===== config.mk =====
export PLATFORM = sky130hd
export DESIGN_NAME = tfr_exec
export DESIGN_NICKNAME = d
export VERILOG_FILES = /design/src/rtl/tfr_pkg.sv /design/src/rtl/tfr_exec.sv
export SDC_FILE = /design/constraint.sdc
export NUM_CORES = 1
export LEC_CHECK = 0
export BUFFER_PORTS_ARGS = -buffer_cell sky130_fd_sc_hd__buf_2
export CORE_UTILIZATION = 35
export DETAILED_ROUTE_END_ITERATION = 8
export GPL_TIMING_DRIVEN = 0
export PLACE_DENSITY = 0.66
export SYNTH_ARGS = -nofsm -noshare
export SYNTH_HDL_FRONTEND = slang
export SYNTH_SLANG_ARGS = --single-unit

===== constraint.sdc =====
create_clock -name vclk -period 5.4
set_input_delay 0.54 -clock vclk [all_inputs]
set_output_delay 0.54 -clock vclk [all_outputs]
set_load 0.01 [all_outputs]

===== src/rtl/tfr_pkg.sv =====
// shared types and constants for the four-register execute unit
`default_nettype none

package tfr_pkg;

   localparam int OP_WIDTH      = 4;
   localparam int REG_IDX_WIDTH = 2;
   localparam int ADDR_WIDTH    = 8;
   localparam int VALUE_WIDTH   = 32;
   localparam int PC_WIDTH      = 11;
   localparam int PLEN_WIDTH    = 10;

   localparam logic [PC_WIDTH-1:0]   PC_STEP    = 11'd4;
   localparam logic [PLEN_WIDTH-1:0] PLEN_RESET = 10'd1023;

   typedef enum logic [OP_WIDTH-1:0] {
      OP_ADD        = 4'd0,
      OP_SUB        = 4'd1,
      OP_LOAD       = 4'd2,
      OP_STORE      = 4'd3,
      OP_JUMP       = 4'd4,
      OP_JZ         = 4'd5,
      OP_JNZ        = 4'd6,
      OP_HALT       = 4'd7,
      OP_PRESET_MEM = 4'd8,
      OP_PRESET_REG = 4'd9
   } op_type;

   // write strobes and targets from the execute logic to the stores
   typedef struct packed {
      logic                     rf_we;
      logic [REG_IDX_WIDTH-1:0] rf_idx;
      logic                     mem_we;
      logic [ADDR_WIDTH-1:0]    mem_addr;
   } wr_ctrl_type;

endpackage

`default_nettype wire


===== src/rtl/tfr_exec.sv =====
// instruction execute logic: alu, branch decision, next counter and write select
`default_nettype none

module tfr_exec import tfr_pkg::*; #(
   parameter int MEMORY_WORDS   = 256,
   parameter int REGISTER_COUNT = 4,
   parameter int DATA_WIDTH     = 32
) (
   input  logic [OP_WIDTH-1:0]           op,
   input  logic [REG_IDX_WIDTH-1:0]      first_reg,
   input  logic [REG_IDX_WIDTH-1:0]      second_reg,
   input  logic [ADDR_WIDTH-1:0]         address,
   input  logic signed [VALUE_WIDTH-1:0] preset_value,
   input  logic [DATA_WIDTH-1:0]         rf_a,
   input  logic [DATA_WIDTH-1:0]         rf_b,
   input  logic [DATA_WIDTH-1:0]         mem_rd,
   input  logic [PC_WIDTH-1:0]           pc,
   input  logic                          running,
   input  logic [PLEN_WIDTH-1:0]         plen,
   output logic [PC_WIDTH-1:0]           pc_next,
   output logic                          running_next,
   output wr_ctrl_type                   wr,
   output logic [DATA_WIDTH-1:0]         wr_data,
   output logic                          stopped,
   output logic signed [VALUE_WIDTH-1:0] value_written
);

   logic                  r1_ok;
   logic                  r2_ok;
   logic                  a_ok;
   logic                  halted_before;
   logic                  advance;
   logic [DATA_WIDTH-1:0] pv;
   logic [DATA_WIDTH-1:0] written;

   assign r1_ok = 32'(first_reg) < REGISTER_COUNT;
   assign r2_ok = 32'(second_reg) < REGISTER_COUNT;
   assign a_ok  = 32'(address) < MEMORY_WORDS;
   assign pv    = DATA_WIDTH'(preset_value);

   assign halted_before = !running || pc >= {1'b0, plen};

   always_comb begin
      pc_next      = pc;
      running_next = running;
      wr           = '0;
      wr.rf_idx    = first_reg;
      wr.mem_addr  = address;
      wr_data      = '0;
      written      = '0;
      advance      = 1'b0;

      if (op_type'(op) == OP_PRESET_MEM) begin
         if (a_ok) begin
            wr.mem_we = 1'b1;
            wr_data   = pv;
            written   = pv;
         end
      end else if (op_type'(op) == OP_PRESET_REG) begin
         if (r1_ok) begin
            wr.rf_we = 1'b1;
            wr_data  = pv;
            written  = pv;
         end
      end else if (!halted_before) begin
         advance = 1'b1;
         unique case (op_type'(op))
            OP_ADD, OP_SUB: begin
               if (r1_ok && r2_ok) begin
                  wr.rf_we = 1'b1;
                  wr_data  = (op_type'(op) == OP_ADD) ? rf_a + rf_b : rf_a - rf_b;
                  written  = wr_data;
               end
            end
            OP_LOAD: begin
               if (r1_ok && a_ok) begin
                  wr.rf_we = 1'b1;
                  wr_data  = mem_rd;
                  written  = mem_rd;
               end
            end
            OP_STORE: begin
               if (r1_ok && a_ok) begin
                  wr.mem_we = 1'b1;
                  wr_data   = rf_a;
                  written   = rf_a;
               end
            end
            OP_JUMP: begin
               if (a_ok) begin
                  pc_next = PC_WIDTH'(address);
                  advance = 1'b0;
               end
            end
            OP_JZ, OP_JNZ: begin
               if (r1_ok && a_ok && ((op_type'(op) == OP_JZ) == (rf_a == '0))) begin
                  pc_next = PC_WIDTH'(address);
                  advance = 1'b0;
               end
            end
            default: begin
               // halt and unknown codes
               running_next = 1'b0;
               advance      = 1'b0;
            end
         endcase
      end

      if (advance) begin
         pc_next = pc + PC_STEP;
      end
   end

   assign stopped       = !running_next || pc_next >= {1'b0, plen};
   assign value_written = VALUE_WIDTH'(written);

endmodule

`default_nettype wire


* Yosys cells after proc, flatten, opt, wreduce, memory -nomap -nowiden
Cells that the tools add are included.
Widths: inputs -> output; s select.
** Cells by class
- Divide/modulo/power cells :: 0
- $add $sub $neg :: 3
- Reductions and logical operators :: 11
- Muxes and demuxes :: 28
- Shifts and indexed selects :: 0
- Equal/unequal tests :: 9
- $mul :: 0
- Bitwise logic cells :: 0
- $lt $le $gt $ge :: 2
** Operator list (number)
- $mux 32 :: 4
- $pmux 32 s3 :: 1
- $mux 11 :: 5
- $add 32x32->32 :: 1
- $logic_not 32->1 :: 1
- $sub 32x32->32 :: 1
- $ge 11x10->1 :: 2
- $pmux 11 s2 :: 1
- $mux 1 :: 16
- $eq 4x3->1 const B :: 3
- $add 11x3->11 const B :: 1
- $eq 4x2->1 const B :: 2
- $eq 4x4->1 const B :: 2
- $reduce_or 7->1 :: 1
- $eq 4x1->1 const B :: 1
- $logic_not 4->1 :: 1
- $reduce_or 2->1 :: 2
- $reduce_or 4->1 :: 1
- $reduce_or 3->1 :: 1
- $logic_not 1->1 :: 2
- $logic_or 1x1->1 :: 2
- $pmux 1 s2 :: 1
- $eq 1x1->1 :: 1
** Storage, ports and cells
- Bits in writable memories :: 0
- Memories kept :: 0
- Bits in read-only memories :: 0
- Output and inout port bits :: 89
- Bits in registers :: 0
- Latch bits :: 0

* Longest topological paths before layout
Gate-level depths: netlist of run 1.
- Word-level depth :: 10
- Depth in mapped cells :: 20
- Gate-level depth less buffers :: 19

* Least setup slack after synthesis of run 1
OpenSTA, ideal clock, no wires.
- Path kind :: input -> output
- Start :: input rf_b[4]
- End :: output wr_data[30]
- Arrival time :: 4.714 ns
- Stages on the path :: 17
- Data required time :: 4.860 ns
- Path slack :: 0.146 ns
- Path buffers :: 1
- Cell sequence :: or4_1 > nor2_1 > nand3_1 > or2_2 > or3_1 > o31ai_1 > xnor2_1 > ha_1 > nand2_1 > or3_1 > or3_1 > o221ai_2 > o311ai_2 > a2111oi_4 > nor3_2 > o31ai_2 > buf_4
** On the way
- Cells in the longest elaborated chain, start to end :: 6
- Elaborated cells on any way between the ends :: 7
** RTL lines
- from (decl) :: RTL line tfr_exec.sv:15 : input logic [DATA_WIDTH-1:0] rf_b,
- $sub 32x32->32 or $add 32x32->32 (tied branches) :: RTL line tfr_exec.sv:71 : wr_data = (op_type'(op) == OP_ADD) ? rf_a + rf_b : rf_a - rf_b;
- $mux 32 * :: RTL line tfr_exec.sv:71
- $pmux 32 s3 *
- $mux 32 * (3 in a row)
- to (decl) :: RTL line tfr_exec.sv:23 : output logic [DATA_WIDTH-1:0] wr_data,
Mark *: on every way between the ends. The rest lies on a longest branch, timed or not.

* Worst setup path after layout of run 1
- Start :: input rf_b[5]
- End :: output wr_data[27]
** On the way
- Cells in the longest elaborated chain, start to end :: 6
- Elaborated cells on any way between the ends :: 7
** RTL lines
- $sub 32x32->32 or $add 32x32->32 (tied branches) :: RTL line tfr_exec.sv:71
- $mux 32 * :: RTL line tfr_exec.sv:71
- $pmux 32 s3 * :: RTL line tfr_exec.sv:67 : unique case (op_type'(op))
- $mux 32 * :: RTL line tfr_exec.sv:65 : end else if (!halted_before) begin
- $mux 32 * :: RTL line tfr_exec.sv:59 : end else if (op_type'(op) == OP_PRESET_REG) begin
- $mux 32 * :: RTL line tfr_exec.sv:53 : if (op_type'(op) == OP_PRESET_MEM) begin
Marked as above.

==> impl_metrics.tcl, run 1 <==
set metrics [dict create \
    ctsHoldBuffers 0 \
    crit_path_frequent_cell "buf_4" \
    fillCellCount 1264 \
    syn_inst 642 \
    setup.worst_path.end "wr_data[27]" \
    yosysTopAreaCell "ha_1" \
    io_pins 255 \
    crit_fanout 4 \
    groute.usage.overall 0.246 \
    critPathMaxStageDelay_ns 0.57 \
    critical-path-slowest-cell "or4_4" \
    io_buffers 250 \
    clockBufferCount 0 \
    post-route-drc-count 0 \
    fmax_mhz 188 \
    slew_headroom 0.432 \
    cp_cell_sequence "buf_6 -> or4_4 -> nor2_4 -> nand3_2 -> or2_4 -> or3_4 -> o31ai_4 -> xnor2_1 -> ha_1 -> buf_4 -> a21oi_1 -> nand2_1 -> a211oi_2 -> a2bb2oi_2 -> o21ai_0 -> a31oi_1 -> xor2_1 -> o221ai_1 -> buf_4 -> buf_2" \
    period_needed_ns 5.31 \
    drt-initial-drc-count 479 \
    register_area_um2 0 \
    grt_pass1_vias 5185 \
    syn_nets 862 \
    power_leakage_nw 3.01 \
    wire_per_inst_um 16.4 \
    powerDensity_nw_per_um2 97.2 \
    ys_seq_area_frac 0 \
    power_mw 0.598 \
    final_nets 1129 \
    hold_slack_ns 1.26 \
    antenna_found_initial 0 \
    seq_cell_count 0 \
    place.gp.congestion 0.916 \
    cp_data_arrival_time_ns 4.77 \
    synthToLayoutAreaGrowth_pct 41.3 \
    first_pass_iters 9 \
    netlist.area_leader.share 0.152 \
    antenna_left 0 \
    n_antenna_cell 0 \
    drt_wl_total_um 17600 \
    design.core.area_um2 12100 \
    status "finished clean" \
    grt_overflow 0 \
    dieArea_um2 12900 \
    synthTopCellsByArea "ha_1 (15%), buf_4 (7.4%), xnor2_1 (6.6%)" \
    vias 5824 \
    syn_avg_cell_area_um2 6.78 \
    row_count 40 \
    layout_commonest_cell "buf_2" \
    startpoint "rf_b[5]" \
    dieWidth_um 114 \
    netlist_area_um2 4360 \
    finalSetupViolCount 0 \
    crit_type "primary input to output port" \
    worstHoldPathType "primary input to output port" \
    yosys_warnings 0 \
    maxCapViolCount 0 \
    grt_first_pass_wirelength_um 25800 \
    vias_per_cell 5.42 \
    period_share 0.983 \
    vdd_drop_max_mv 0.0540 \
    fp.dieH_um 114 \
    drv_slew 0 \
    final_area_um2 6150 \
    start_util 0.361 \
    grt_max_degree 15 \
    tightestPinTransition_ns 0.849 \
    hold_viol_final 0 \
    cp-start-kind "primary input" \
    dp_hpwl_um 14600 \
    placed_cell_area_um2 5830 \
    synth_cell_types 65 \
    cp-end-kind "output port" \
    mostFrequentLayoutCells "buf_2 (248), buf_4 (60), nand2_1 (54), o21ai_0 (51), ha_1 (48)" \
    grt_setup_unrepaired "true" \
    cp_data_required_time_ns 4.86 \
    final_layout_size_suffix_gt1_frac 0.393 \
]
worst max-delay path, delay by kind of cell:
| kind | cells | cell delay [ns] |
|---|---|---|
| AOI/OAI and AO/OA | 7 | 1.48 |
| xor gates and xnor gates | 2 | 0.37 |
| adders and majority gates | 1 | 0.28 |
| buffers and inverters | 4 | 0.55 |
| and+or+nand+nor | 6 | 1.53 |
report_power, final:
part,switching [mW],internal (mW)
logic,0.327,0.271
clock network,0,0
registers,0,0
total,0.327,0.271
cell type report:
cell class         instances  area, um^2  share of cell area
multi-input cells        545        4020               0.654
repair buffers           267        1400               0.227
plain buffers             67         417              0.0677
well taps                168         210              0.0342
inverters                 28         105              0.0171
synth_stat cells, types with 16 or more instances:
library cell  count
ha_1             53
nand2_1          55
o21ai_0          57
xor2_1           26
buf_4            43
inv_1            28
a21o_1           19
clkbuf_1         24
a22oi_1          16
nor2_1           47
xnor2_1          33
a21oi_1          49
per-stage QoR:
stage | TNS, ns | setup slack, ns | utilization | cells
after floorplan | 0 | 0.146 | - | 642
after global placement | -12.40 | -0.662 | 0.482 | 1060
after detailed placement | -13.66 | -0.708 | 0.483 | 1061
after CTS | -0.0402 | -0.0402 | 0.494 | 1063
after global routing | -0.237 | -0.0920 | 0.510 | 1075
final | 0 | 0.0925 | 0.510 | 1075
worst min path at each step:
stage | from | slack (ns) | depth (start not counted) | endpoint
2_1_floorplan | address[0] | 1.17 | 1 | wr[0]
3_3_place_gp | first_reg[1] | 1.26 | 2 | wr[10]
3_5_place_dp | first_reg[1] | 1.26 | 2 | wr[10]
4_1_cts | first_reg[0] | 1.26 | 2 | wr[9]
5_1_grt | first_reg[1] | 1.27 | 2 | wr[10]
6_report | first_reg[0] | 1.26 | 2 | wr[9]
kinds of logic after synthesis:
logic type | Yosys count | synth area share
muxes | 8 | 0.0192
xor gates and xnor gates | 59 | 0.119
adders and majority gates | 55 | 0.159
buffers and inverters | 97 | 0.121
AOI/OAI and AO/OA | 232 | 0.362
and+or+nand+nor | 191 | 0.220
layer usage:
metal | share of wire | global-route usage | wire length (um)
met1 | 0.45 | 0.339 | 7890
met2 | 0.48 | 0.439 | 8360
met3 | 0.067 | 0.00797 | 1180
met4 | 0.0094 | 0.0246 | 166
met5 | 0 | 0 | 0
timing repair:
| item | CTS | global route |
|---|---|---|
| setup buffers | 4 | 12 |
| setup endpoints to repair | 47 | 15 |
| pin swaps | 9 | 13 |
| resized for setup | 21 | 28 |
Note: power is estimated with default switching activity, not from simulation.
==> run 2, diff against run 1 <==
--- a/config.mk
+++ b/config.mk
@@ -6,6 +6,7 @@
 export NUM_CORES = 1
 export LEC_CHECK = 0
 export BUFFER_PORTS_ARGS = -buffer_cell sky130_fd_sc_hd__buf_2
+export CORE_ASPECT_RATIO = 0.7
 export CORE_UTILIZATION = 35
 export DETAILED_ROUTE_END_ITERATION = 8
 export GPL_TIMING_DRIVEN = 0
==> impl_metrics.tcl, run 2 (synthesis gave the netlist of run 1 again) <==
set metrics [dict create \
    io_pins 255 \
    cp_data_arrival_time_ns 4.87 \
    final_cells 1067 \
    vias_per_cell 5.58 \
    maxCapViolCount 0 \
    power_leakage_nw 3.03 \
    powerDensity_nw_per_um2 98.2 \
    met3_usage 0.0149 \
    slew_headroom 0.423 \
    register_area_um2 0 \
    cp_data_required_time_ns 4.86 \
    critical-path-slowest-cell "or4_4" \
    period_share 1.00 \
    final_layout_size_suffix_gt1_frac 0.401 \
    final_nets 1132 \
    period_needed_ns 5.41 \
    status "finished with violations" \
    n_antenna_cell 0 \
    vdd_drop_max_mv 0.0404 \
    violations "negative setup slack" \
    start_util 0.365 \
    place.gp.congestion 0.911 \
    tightestPinTransition_ns 0.862 \
    fillCellCount 1273 \
    layout_setup_ws_ns -0.0118 \
    crit_type "primary input to output port" \
    final_core_util 0.519 \
    hold_viol_final 0 \
    mostFrequentLayoutCells "buf_2 (248), buf_4 (63), nand2_1 (54), o21ai_0 (53), ha_1 (49)" \
    dp_hpwl_um 15100 \
    grt_overflow 0 \
    hold_slack_ns 1.26 \
    row_count 33 \
    post-route-drc-count 0 \
    place_inst 1050 \
    synthToLayoutAreaGrowth_pct 42.2 \
    crit_buf_inv 3 \
    groute.usage.overall 0.256 \
    grt.busiest_layer "met2" \
    grt_first_pass_wirelength_um 26200 \
    antenna_left 0 \
    finalSetupViolCount 1 \
    dieArea_um2 12900 \
    drt_wl_total_um 18100 \
    grt_pass1_vias 4926 \
    crit_path_frequent_cell "or3_4" \
    cp_cell_sequence "buf_8 -> or4_4 -> nor4_4 -> nand2_1 -> o31a_1 -> xor2_2 -> ha_1 -> nand4_1 -> or3_4 -> or3_4 -> o221ai_4 -> o311ai_4 -> a2111oi_4 -> nor3_2 -> o31ai_2 -> buf_4 -> buf_6" \
    worstHoldPathType "primary input to output port" \
    fp.dieH_um 95.3 \
    fmax_mhz 185 \
    drv_slew 0 \
    critPathMaxStageDelay_ns 0.57 \
    wire_per_inst_um 16.9 \
    drt-initial-drc-count 530 \
    cp-end-kind "output port" \
    clockBufferCount 0 \
    first_pass_iters 5 \
    dieWidth_um 135 \
    grt_max_degree 15 \
    crit_cells 17 \
    design.core.area_um2 11900 \
    layout_commonest_cell "buf_2" \
    io_buffers 250 \
    antenna_found_initial 0 \
    grt_use_met1 0.394 \
    ctsHoldBuffers 0 \
    startpoint "rf_b[3]" \
    vias 5952 \
    grtUsageMet2 0.406 \
    setup.worst_path.end "wr_data[30]" \
    crit_fanout 4 \
    cpLargestDelayFamily "simple AND/OR/NAND/NOR gates" \
    seq_cell_count 0 \
    grt_setup_unrepaired "true" \
    cp-start-kind "primary input" \
]
## run 2: layer usage
metal  routed length, um  vias to the layer above
li1                    -                     2916
met5                   0                        -
met1                8660                     2750
met4                  89                        0
met3                1330                        9
met2                7990                      277
## run 2: power by group
part	total, mW	switching (mW)	internal, mW
clock network	0	0	0
registers	0	0	0
logic	0.608	0.333	0.275
total	0.608	0.333	0.275
## run 2: worst min path at each step
stage	cells after the start	startpoint	endpoint	slack, ns
floorplan	1	address[0]	wr[0]	1.17
global placement	2	first_reg[0]	wr[9]	1.26
CTS	2	first_reg[0]	wr[9]	1.27
global route	2	first_reg[1]	wr[10]	1.27
detailed placement	2	first_reg[0]	wr[9]	1.27
finish	2	first_reg[0]	wr[9]	1.26
## run 2: through the flow
step                      power, mW  setup WS [ns]  area [um^2]   TNS, ns
after floorplan               0.359          0.146         4360         0
after global placement        0.548         -0.663         5800    -13.52
after detailed placement      0.551         -0.700         5820    -14.19
after CTS                     0.573       -0.00211         5990  -0.00211
after global routing          0.666         -0.186         6190    -0.546
final                         0.608        -0.0118         6190   -0.0118
## run 2: final cells by class
class,instances,area [um^2],area share
timing repair buffer,270,1420,0.230
tap,157,196,0.0317
multi-input combinational,545,4050,0.654
inverter,28,105,0.0170
buffer,67,419,0.0677
## run 2: timing repair
| action | 4_1_cts | 5_1_grt |
|---|---|---|
| endpoints found under the setup margin | 49 | 24 |
| setup buffers | 9 | 10 |
| gates resized for setup | 22 | 32 |
| pin swaps | 12 | 13 |
