<file path="src/rtl/tfr_pkg.sv">
// shared types and constants for the four-register execute unit
`default_nettype none

package tfr_pkg;

   localparam int OP_WIDTH      = 4;
   localparam int REG_IDX_WIDTH = 2;
   localparam int ADDR_WIDTH    = 8;
   localparam int VALUE_WIDTH   = 32;
   localparam int PC_WIDTH      = 11;
   localparam int PLEN_WIDTH    = 10;

   localparam logic [PC_WIDTH-1:0]   PC_STEP    = 11'd4;
   localparam logic [PLEN_WIDTH-1:0] PLEN_RESET = 10'd1023;

   typedef enum logic [OP_WIDTH-1:0] {
      OP_ADD        = 4'd0,
      OP_SUB        = 4'd1,
      OP_LOAD       = 4'd2,
      OP_STORE      = 4'd3,
      OP_JUMP       = 4'd4,
      OP_JZ         = 4'd5,
      OP_JNZ        = 4'd6,
      OP_HALT       = 4'd7,
      OP_PRESET_MEM = 4'd8,
      OP_PRESET_REG = 4'd9
   } op_type;

   // write strobes and targets from the execute logic to the stores
   typedef struct packed {
      logic                     rf_we;
      logic [REG_IDX_WIDTH-1:0] rf_idx;
      logic                     mem_we;
      logic [ADDR_WIDTH-1:0]    mem_addr;
   } wr_ctrl_type;

endpackage

`default_nettype wire

</file>
<file path="src/rtl/tfr_regfile.sv">
// register file with registered read ports and write bypass
`default_nettype none

module tfr_regfile import tfr_pkg::*; #(
   parameter int REGISTER_COUNT = 4,
   parameter int DATA_WIDTH     = 32
) (
   input  logic                     clock,
   input  logic                     reset,
   input  logic                     rd_en,
   input  logic [REG_IDX_WIDTH-1:0] rd_idx_a,
   input  logic [REG_IDX_WIDTH-1:0] rd_idx_b,
   input  wr_ctrl_type              wr,
   input  logic [DATA_WIDTH-1:0]    wr_data,
   output logic [DATA_WIDTH-1:0]    rd_a_ff,
   output logic [DATA_WIDTH-1:0]    rd_b_ff
);

   localparam int RF_DEPTH = (REGISTER_COUNT < 4) ? REGISTER_COUNT : 4;
   localparam int RW       = $clog2(RF_DEPTH);

   logic [DATA_WIDTH-1:0] regs_ff [RF_DEPTH];
   logic [DATA_WIDTH-1:0] rd_a_in;
   logic [DATA_WIDTH-1:0] rd_b_in;

   always_comb begin
      if (wr.rf_we && wr.rf_idx == rd_idx_a) begin
         rd_a_in = wr_data;
      end else if (32'(rd_idx_a) < RF_DEPTH) begin
         rd_a_in = regs_ff[rd_idx_a[RW-1:0]];
      end else begin
         rd_a_in = '0;
      end
      if (wr.rf_we && wr.rf_idx == rd_idx_b) begin
         rd_b_in = wr_data;
      end else if (32'(rd_idx_b) < RF_DEPTH) begin
         rd_b_in = regs_ff[rd_idx_b[RW-1:0]];
      end else begin
         rd_b_in = '0;
      end
   end

   always_ff @(posedge clock) begin
      if (reset) begin
         for (int i = 0; i < RF_DEPTH; i++) begin
            regs_ff[i] <= '0;
         end
      end else if (wr.rf_we) begin
         regs_ff[wr.rf_idx[RW-1:0]] <= wr_data;
      end
   end

   always_ff @(posedge clock) begin
      if (rd_en) begin
         rd_a_ff <= rd_a_in;
         rd_b_ff <= rd_b_in;
      end
   end

endmodule

`default_nettype wire

</file>
<file path="config.mk">
export PLATFORM = sky130hd
export DESIGN_NAME = tfr_regfile
export DESIGN_NICKNAME = d
export VERILOG_FILES = /design/src/rtl/tfr_pkg.sv /design/src/rtl/tfr_regfile.sv
export SDC_FILE = /design/constraint.sdc
export NUM_CORES = 1
export LEC_CHECK = 0
export BUFFER_PORTS_ARGS = -buffer_cell sky130_fd_sc_hd__buf_2
export CAP_MARGIN = 40
export CELL_PAD_IN_SITES_DETAIL_PLACEMENT = 0
export CELL_PAD_IN_SITES_GLOBAL_PLACEMENT = 2
export CORE_MARGIN = 4
export CORE_UTILIZATION = 40
export DETAILED_ROUTE_END_ITERATION = 8
export GPL_ROUTABILITY_DRIVEN = 1
export PLACE_DENSITY_LB_ADDON = 0.1
export SLEW_MARGIN = 20
export SYNTH_ARGS = -nofsm -noshare
export SYNTH_HDL_FRONTEND = slang
export SYNTH_SLANG_ARGS = --single-unit
</file>
<file path="constraint.sdc">
create_clock -name clock -period 1.7 [get_ports clock]
set_input_delay 0.34 -clock clock [delete_from_list [all_inputs] [get_ports clock]]
set_output_delay 0.34 -clock clock [all_outputs]
set_load 0.02 [all_outputs]
</file>
Word level (Yosys, flattened, before mapping):

Memories as Yosys holds them, arrays and structs flattened.
Index checks and enable logic that the tools add are counted.

* ROM bits: 0
* output and inout port bits: 64
* bits in latches: 0
* logic and storage cells: 18
* input port bits: 51
* memories: 1
* bits in writable memories: 128
* register bits: 64

* div/mod/pow operators: 0
* $add $sub $neg: 0
* magnitude comparators: 0
* eq/ne operators: 2
* multiply operators: 0
* reductions and logical operators: 3
* shift-type cells: 0
* multiplexer cells: 10
* bitwise gates (word level): 0

Memories
* regs_ff: words 4, width 32, read ports 2, clocked after Yosys merged registers in 0, wr ports 4, RTL line tfr_regfile.sv:22 `logic [DATA_WIDTH-1:0] regs_ff [RF_DEPTH];`

Operators with widths (count)
* 32-bit two-way mux: 3
* 32-bit OR reduction: 1
* 1-bit two-way mux: 6
* 2-bit equality test: 2
* 1-bit logical AND: 2
* 2-bit two-way mux: 1

Longest topological paths before layout:

Gate-level depths: netlist of run 1.

* depth after elaboration: 5
* gate-level depth with buffers: 5

Least setup slack after synthesis of run 1:

No wires, ideal clock.

* path type: input port to flip-flop
* start: input reset
* end: memory regs_ff[2][0] (enable)
* stages on the path: 3
* data required time: 1325 ps
* path slack: -89 ps
* path buffers: 0
* arrival time: 1414 ps
* setup time: 375 ps
* cell sequence: nand2b_1 -> nor3b_1 -> or2_2

RTL lines
* start, declared: RTL line tfr_regfile.sv:9 `input logic reset,`
* end, declared: RTL line tfr_regfile.sv:22

==> metrics, run 1 <==
status=finished, final reports clean; Routed WL per cell=22.3 microns; Worst Path Arrival=between 1.5 and 2 ns; Worst setup EP type=flop; largest net degree at the start of global routing=65; vias in the first global route=roughly 5500; PD cells=1040 nW/um^2; Bufs on Longest Clock Path=2; synth warn=0; total design power=11600 uW; Num CTS Buffers=17; clk sinks=192; non-filler cells, final=957; Synth area leader=edfxtp_1; Max Freq=roughly 0.70 GHz; post-synthesis sequential area ratio=0.620; final net count=681; CP max FO=2; Syn-to-layout area delta=19.7%; Syn Inst Count=497; full die area=25700 sq um; Pleak=0.00426 uW; share of the synthesized area in the top cell type=0.620; gr ovfl total=0; multi-input logic area=~3300 sq um; IO Pins=115; core box area=22800 sq um; post-route ant nets=0; row cnt=55; Setup Fix Bufs, Post-CTS=0; WL final=21300 microns; root buffer cell=clkbuf_16; WS Path Type=reg2reg; Syn Std Cell Area=9300 sq um; crit share post-route=0.838; Final Max Tran Viols=0; FF+latch count, synth=192; Clk pin slew, worst setup/hold paths=0.07 ns; top cells by area, synth=edfxtp_1, mux4_2, mux2_4; MaxCap Viol Count=0; post-route setup slack=~0.28 ns; initial antenna violation count=1; Vias=4868; First DRT Iteration DRCs=322; worst ir drop on vdd=0.560 mV; Netlist cell types=17; DP Cell Count=924; final setup vio count=0; CP Data Required Time=1.88 ns; fillers=1950; Initial Utilization=0.408; syn_nets=~550; HP Class=in2reg; I/O Buffers=105; Hold Vio Cnt, Final=0; pre-CTS setup slack=-0.146 ns; post-DR vias/cell=5.09; worst slew pin tran=0.383 ns; CTS tree=built; Hold Buf Count CTS=0; detailed-router iteration count before antenna repair=4; layout cells sized above 1=0.493; Die Y=160 microns; Resized cells post-CTS=0; Startpoint Class=flop; Layout Skew=0.00921 ns; syn avg cell area=18.7 sq um; fin crit period=1.42 ns; drc violations=0; worst skew pair latency=0.43 ns; GPL Wtd Cong=around 0.72; FF+latch area=5770 sq um; Final HPWL DP=between 10000 and 15000 microns; first-pass GRT wire length=33100 microns; relative slew slack=0.745; H-Tree Level Count=4; GRT Overall Usage=0.174; RSZ-0062 raised after global routing=false; Util after Layout=0.489; die width=160 microns
layout by cell type (no fill, tap or decap), drive strengths merged:
cell / n
edfxtp: 192
clkbuf: 18
nor3: 1
diode: 1
xnor2: 4
clkinvlp: 3
nand3: 2
bufinv: 2
mux4: 64
a31o: 1
nand2b: 1
inv: 6
nor2b: 1
clkinv: 3
and2: 128
or2: 3
mux2: 64
buf: 148
nor3b: 2
cell usage after synthesis:
cell type	number
edfxtp_1	192
and2_1	128
mux4_2	64
mux2_4	60
clkbuf_1	16
buf_6	14
mux2_2	4
xnor2_1	4
or2_2	3
buf_2	2
clkbuf_2	2
nand3_1	2
nor3b_1	2
a31o_2	1
nand2b_1	1
nor2b_1	1
nor3_1	1
layer usage:
layer / global-route usage / share of wire
met5: 0 / 0.00094
met3: 0.0385 / 0.046
met4: 0.0524 / 0.012
met2: 0.322 / 0.55
met1: 0.203 / 0.39
cells by family after synthesis:
group	Yosys count	share of synthesized area
AO/OA/AOI/OAI	1	0.000942
XOR/XNOR	4	0.00377
buffers and inverters	34	0.0256
flip-flops	192	0.620
multiplexers	128	0.257
AND/OR/NAND/NOR	138	0.0927
state kept, by name (all words and copies together) (netlist names):
register and count:
rd_b_ff 32, regs_ff 128, rd_a_ff 32
per-stage QoR:
stage          hold WS [ns]  setup TNS [ns]  cell area (sq um)
2_1_floorplan         0.452               0               9300
4_1_cts               0.230               0              11100
3_3_place_gp          0.677           -7.32              10500
5_1_grt               0.258               0              11100
3_5_place_dp          0.690           -7.69              10500
6_report              0.248               0              11100
power breakdown:
part	total, uW	leakage, uW	internal, uW	switching, uW
logic	1720	0.00210	898	826
clock network	4030	0.000281	2200	1830
registers	5820	0.00187	5680	145
path summary, 6_finish.rpt:
path                                from                            to  slack, ns  depth (start not counted)
max             regs_ff[3][20]$_DFFE_PP_         rd_a_ff[20]$_DFFE_PP_       0.28                          2
min                          wr_data[17]  regs_ff[1][17]$_SDFFCE_PN0P_       0.25                          2
max reg2reg     regs_ff[3][20]$_DFFE_PP_         rd_a_ff[20]$_DFFE_PP_       0.28                          2
min reg2reg  regs_ff[2][6]$_SDFFCE_PN0P_          rd_b_ff[6]$_DFFE_PP_       0.77                          2
critical path, stage by stage, from the launching register on:
cell	delay, ns
edfxtp_1	0.40
mux4_2	0.50
mux2_4	0.28
cell type report:
type | instances | share of cell area
well taps | 313 | 0.0352
clock buffers | 18 | 0.0386
repair buffers | 148 | 0.0933
flip-flops and latches | 192 | 0.518
diodes | 1 | 0.000225
clock inverters | 14 | 0.0139
multi-input cells | 271 | 0.301
(Power assumes the default switching activity.)
==> inputs of run 2 (changes only) <==
--- a/config.mk
+++ b/config.mk
@@ -10,7 +10,7 @@
 export CELL_PAD_IN_SITES_DETAIL_PLACEMENT = 0
 export CELL_PAD_IN_SITES_GLOBAL_PLACEMENT = 2
 export CORE_MARGIN = 4
-export CORE_UTILIZATION = 40
+export CORE_UTILIZATION = 44
 export DETAILED_ROUTE_END_ITERATION = 8
 export GPL_ROUTABILITY_DRIVEN = 1
 export PLACE_DENSITY_LB_ADDON = 0.1
==> constraint.sdc (replaced) <==
create_clock -name clock -period 1.4 [get_ports clock]
set_input_delay 0.28 -clock clock [delete_from_list [all_inputs] [get_ports clock]]
set_output_delay 0.28 -clock clock [all_outputs]
set_load 0.02 [all_outputs]
==> metrics, run 2 (synthesis results as in run 1) <==
Hold Buf Count CTS=0; most frequent cells in the layout=edfxtp_1, and2_1, buf_2; row cnt=52; initial antenna violation count=1; Pleak=0.00433 uW; share of power burned in registers=0.509; fillers=roughly 1600; crit share post-route=1.01; CTS tree=built; FF+latch area=5770 sq um; worst skew pair latency=around 0.43 ns; critical path's slowest cell=mux4_2; post-route ant nets=0; GRT Overall Usage=0.174; Layout Skew=0.00775 ns; full die area=~24000 sq um; Net Sw Frac=0.243; IO Pins=115; drc violations=0; relative slew slack=0.690; Die Y=153 microns; Final HPWL DP=13500 microns; die width=between 150 and 200 microns; worst ir drop on vdd=0.762 mV; WS Path Type=reg2reg; MaxCap Viol Count=0; root buffer cell=clkbuf_16; final net count=683; Comb power frac=0.153; Int Pwr=10500 uW; post-DR vias/cell=5.26; Startpoint Class=flop; CP max FO=2; max reg flops=between 100 and 150; Vias=approximately 4800; ant diodes=0; pre-CTS setup slack=-0.381 ns; detailed-router iteration count before antenna repair=4; Routed WL per cell=21.8 microns; CP top delay family=multiplexers; failing checks=negative setup slack; core box area=20500 sq um; Bufs on Longest Clock Path=2; multi-input logic area=3370 sq um; fin crit period=1.42 ns; Clk pwr share=0.338; clk sinks=192; Hold Vio Cnt, Final=0; gr ovfl total=0; Clk pin slew, worst setup/hold paths=0.07 ns; HP Class=in2reg; final setup vio count=4; largest net degree at the start of global routing=37; Num CTS Buffers=17; worst slew pin tran=0.463 ns; Most flops, register=regs_ff; First DRT Iteration DRCs=235; slack of the worst reg-to-reg path=-0.02 ns; first-pass GRT wire length=approximately 31000 microns; Util after Layout=0.546; WL final=roughly 20000 microns; Final Max Tran Viols=0; top flop regs=regs_ff x128, rd_a_ff x32, rd_b_ff x32; Worst Path Arrival=around 1.6 ns; Initial Utilization=0.454; CP bufs+invs=0; I/O Buffers=around 110; CP Data Required Time=1.58 ns; status=finished, violations left; Syn-to-layout area delta=20.4%; GPL Wtd Cong=0.730; post-route setup slack=-0.0198 ns; most common cell after layout, fill and taps aside=edfxtp_1; H-Tree Level Count=4; RSZ-0062 raised after global routing=true; CP cell instances=mux4_2, mux2_4; Sw Pwr=3370 uW; Largest stage delay, worst path=0.49 ns; layout cells sized above 1=0.496; Max Freq=slightly above 0.7 GHz; Worst setup EP type=flop; vias in the first global route=5228; PD cells=between 1000 and 1500 nW/um^2
run 2: cell count changes in the layout (fill, tap and decap cells not counted), sizes merged:
cell	before	now
buf	148	150
bufinv	2	1
clkbuf	18	17
clkinv	3	4
clkinvlp	3	2
diode	1	0
inv	6	8
run 2: final cells by class:
type | count | area share
flip-flops and latches | 192 | 0.515
clock inverters | 15 | 0.0130
well taps | 270 | 0.0302
clock buffers | 17 | 0.0380
multi-input cells | 271 | 0.301
repair buffers | 150 | 0.103
run 2: final timing paths:
check	from	to	depth (start not counted)
worst min-delay path	wr_data[12]	regs_ff[3][12]$_DFFE_PP_	2
worst min register to register	regs_ff[2][4]$_SDFFCE_PN0P_	rd_b_ff[4]$_DFFE_PP_	2
worst max register to register	regs_ff[3][18]$_DFFE_PP_	rd_a_ff[18]$_DFFE_PP_	2
worst max-delay path	regs_ff[3][18]$_DFFE_PP_	rd_a_ff[18]$_DFFE_PP_	2
run 2: what timing repair did:
| action | in CTS | in global routing |
|---|---|---|
| endpoints found under the setup margin | 7 | 37 |
| cloned | 0 | 0 |
| buffers inserted | 0 | 0 |
| resized for setup | 1 | 3 |
run 2: metal layers:
metal  part of all wire  up-vias  GRT usage
met2               0.56       91      0.325
met3              0.041       17     0.0376
met5            0.00035        -          0
met4              0.011        2     0.0454
li1                   -     2214          -
met1               0.39     2493      0.201
run 2: power by group through the flow:
stage / Combinational (uW) / Sequential (uW) / Clock [uW]
final: 2120 / 7080 / 4700
after global routing: 2250 / 7130 / 5050
after CTS: 2160 / 7090 / 4840
after detailed placement: 2150 / 7210 / 0
after global placement: 2120 / 7180 / 0
after floorplan: 1160 / 7400 / 0
run 2: worst register-to-register path: cells and delay by family (launching register included):
| family | cells | cell delay [ns] |
|---|---|---|
| multiplexers | 2 | 0.77 |
| flip-flops | 1 | 0.40 |
run 2: through the flow:
step                      hold WS, ns  instance area [sq um]  instances  power (uW)  setup TNS, ns
after floorplan                 0.392                   9400        497        8560          -7.27
after global placement          0.623                  10600        882        9300         -38.69
after detailed placement        0.631                  10600        883        9360         -34.47
after CTS                       0.181                  11200        915       14100        -0.0583
after global routing            0.200                  11200        915       14400         -0.597
final                           0.199                  11200        915       13900        -0.0349
==> inputs of run 3 (changes only) <==
--- a/config.mk
+++ b/config.mk
@@ -13,6 +13,7 @@
 export CORE_UTILIZATION = 44
 export DETAILED_ROUTE_END_ITERATION = 8
 export GPL_ROUTABILITY_DRIVEN = 1
+export MAX_ROUTING_LAYER = met4
 export PLACE_DENSITY_LB_ADDON = 0.1
 export SLEW_MARGIN = 20
 export SYNTH_ARGS = -nofsm -noshare
==> metrics, run 3 (synthesis results as in run 1) <==
Most flops, register=regs_ff; endpoint of the worst hold path=regs_ff[3][12]$_DFFE_PP_; Setup TNS=-0.0282 ns; I/O Buffers=105; Startpoint Class=flop; Comb power frac=0.153; H-Tree Level Count=4; Num CTS Buffers=17; non-filler cells, final=between 900 and 1000; dpl cell area=10600 sq um; GRT Overall Usage=0.179; Final HPWL DP=13500 microns; core box area=around 20000 sq um; CP Data Required Time=1.58 ns; FF+latch area=5770 sq um; hold path start=wr_data[12]; DP Cell Count=883; detailed-router iteration count before antenna repair=4; Post-Layout Inst Area=around 11000 sq um; Clk pin slew, worst setup/hold paths=0.07 ns; final net count=about 680; GPL Wtd Cong=between 0.7 and 0.8; Routed WL per cell=21.7 microns; Hold Buf Count CTS=0; Hold Vio Cnt, Final=0; Net Sw Frac=0.242; initial antenna violation count=1; drc violations=0; layout cells sized above 1=0.496; final setup vio count=3; slack of the worst reg-to-reg path=-0.02 ns; IO Pins=115; most common cell after layout, fill and taps aside=edfxtp_1; PD cells=1240 nW/um^2; Vias=4841; Die Y=153 microns; M1 GR Usage=0.204; Worst setup EP type=flop; WL final=19900 microns; Reg2Reg Depth=2; post-route ant nets=0; relative slew slack=0.685; row cnt=52; crit share post-route=1.01; WS Path Type=reg2reg; hold path cells=2; Clk pwr share=0.338; failing checks=negative setup slack; fillers=1643; clk sinks=192; most frequent cells in the layout=edfxtp_1, and2_1, buf_2; First DRT Iteration DRCs=234; Sw Pwr=3370 uW; CTS tree=built; share of power burned in registers=0.509; Syn-to-layout area delta=20.5%; R2R Path Start=regs_ff[3][18]$_DFFE_PP_; Bufs on Longest Clock Path=2; RSZ-0062 raised after global routing=true; Max Freq=0.706 GHz; die width=about 150 microns; post-DR vias/cell=roughly 5.3; root buffer cell=clkbuf_16; status=finished, violations left; worst skew pair latency=roughly 0.43 ns; worst ir drop on vdd=0.760 mV; largest net degree at the start of global routing=37; max reg flops=128; grt peak-use layer=met2; total design power=around 14000 uW; first-pass GRT wire length=about 31000 microns; Final Max Tran Viols=0; gr ovfl total=0; Pleak=0.00433 uW; CP max FO=2; HP Class=in2reg; GR Util met2=0.325; fin crit period=~1.4 ns; vias in the first global route=5228; worst slew pin tran=approximately 0.47 ns; routing usage on met3=0.0342; full die area=23500 sq um; multi-input logic area=3370 sq um; pre-CTS setup slack=-0.381 ns; Initial Utilization=0.454; Int Pwr=between 10000 and 15000 uW; top flop regs=regs_ff x128, rd_a_ff x32, rd_b_ff x32; MaxCap Viol Count=0; Layout Skew=0.00711 ns; worst reg2reg endpoint=rd_a_ff[18]$_DFFE_PP_; Worst Path Arrival=1.59 ns; post-route setup slack=-0.0156 ns; Setup Fix Bufs, Post-CTS=0
==> run 3: cell types whose count changed in the layout (fill, tap and decap cells not counted) <==
cell,delta
diode_2,+1
==> run 3: cell type report <==
class,instances,area share
clock buffers,17,0.0380
flip-flops and latches,192,0.515
multi-input cells,271,0.301
well taps,270,0.0302
clock inverters,15,0.0130
diodes,1,0.000223
repair buffers,150,0.103
==> run 3: worst max-delay path by stage <==
stage / from / end / slack [ns] / cells after the start
2_1_floorplan: rd_idx_a[0] / rd_a_ff[10]$_DFFE_PP_ / -0.12 / 4
3_3_place_gp: rd_idx_a[0] / rd_a_ff[1]$_DFFE_PP_ / -0.37 / 4
3_5_place_dp: rd_idx_a[0] / rd_a_ff[16]$_DFFE_PP_ / -0.38 / 4
4_1_cts: regs_ff[3][18]$_DFFE_PP_ / rd_a_ff[18]$_DFFE_PP_ / -0.02 / 2
5_1_grt: regs_ff[3][18]$_DFFE_PP_ / rd_a_ff[18]$_DFFE_PP_ / -0.04 / 2
6_report: regs_ff[3][18]$_DFFE_PP_ / rd_a_ff[18]$_DFFE_PP_ / -0.02 / 2
==> run 3: worst max-delay path, cell delays in order, from the launching register on <==
cell      delay (ns)
edfxtp_1        0.40
mux4_2          0.49
mux2_4          0.28
==> run 3: power groups by stage <==
stage          logic, uW  clock network, uW  registers, uW
6_report            2120               4700           7080
5_1_grt             2250               5050           7130
4_1_cts             2160               4840           7090
3_5_place_dp        2150                  0           7210
3_3_place_gp        2120                  0           7180
2_1_floorplan       1160                  0           7400
==> run 3: layer usage <==
layer  up-vias  routed length [microns]
met5         -                        0
met4         0                      231
met3        18                      827
met2       104                    11000
met1      2504                     7790
li1       2215                        -
==> run 3: metrics by stage <==
step,utilization,hold slack [ns]
after floorplan,-,0.392
after global placement,0.516,0.623
after detailed placement,0.518,0.631
after CTS,0.546,0.181
after global routing,0.546,0.201
final,0.546,0.200
==> run 3: repair_timing <==
action                                  4_1_cts  5_1_grt
gates resized for setup                       1        3
hold endpoints to repair                      0        0
endpoints found under the setup margin        7       37
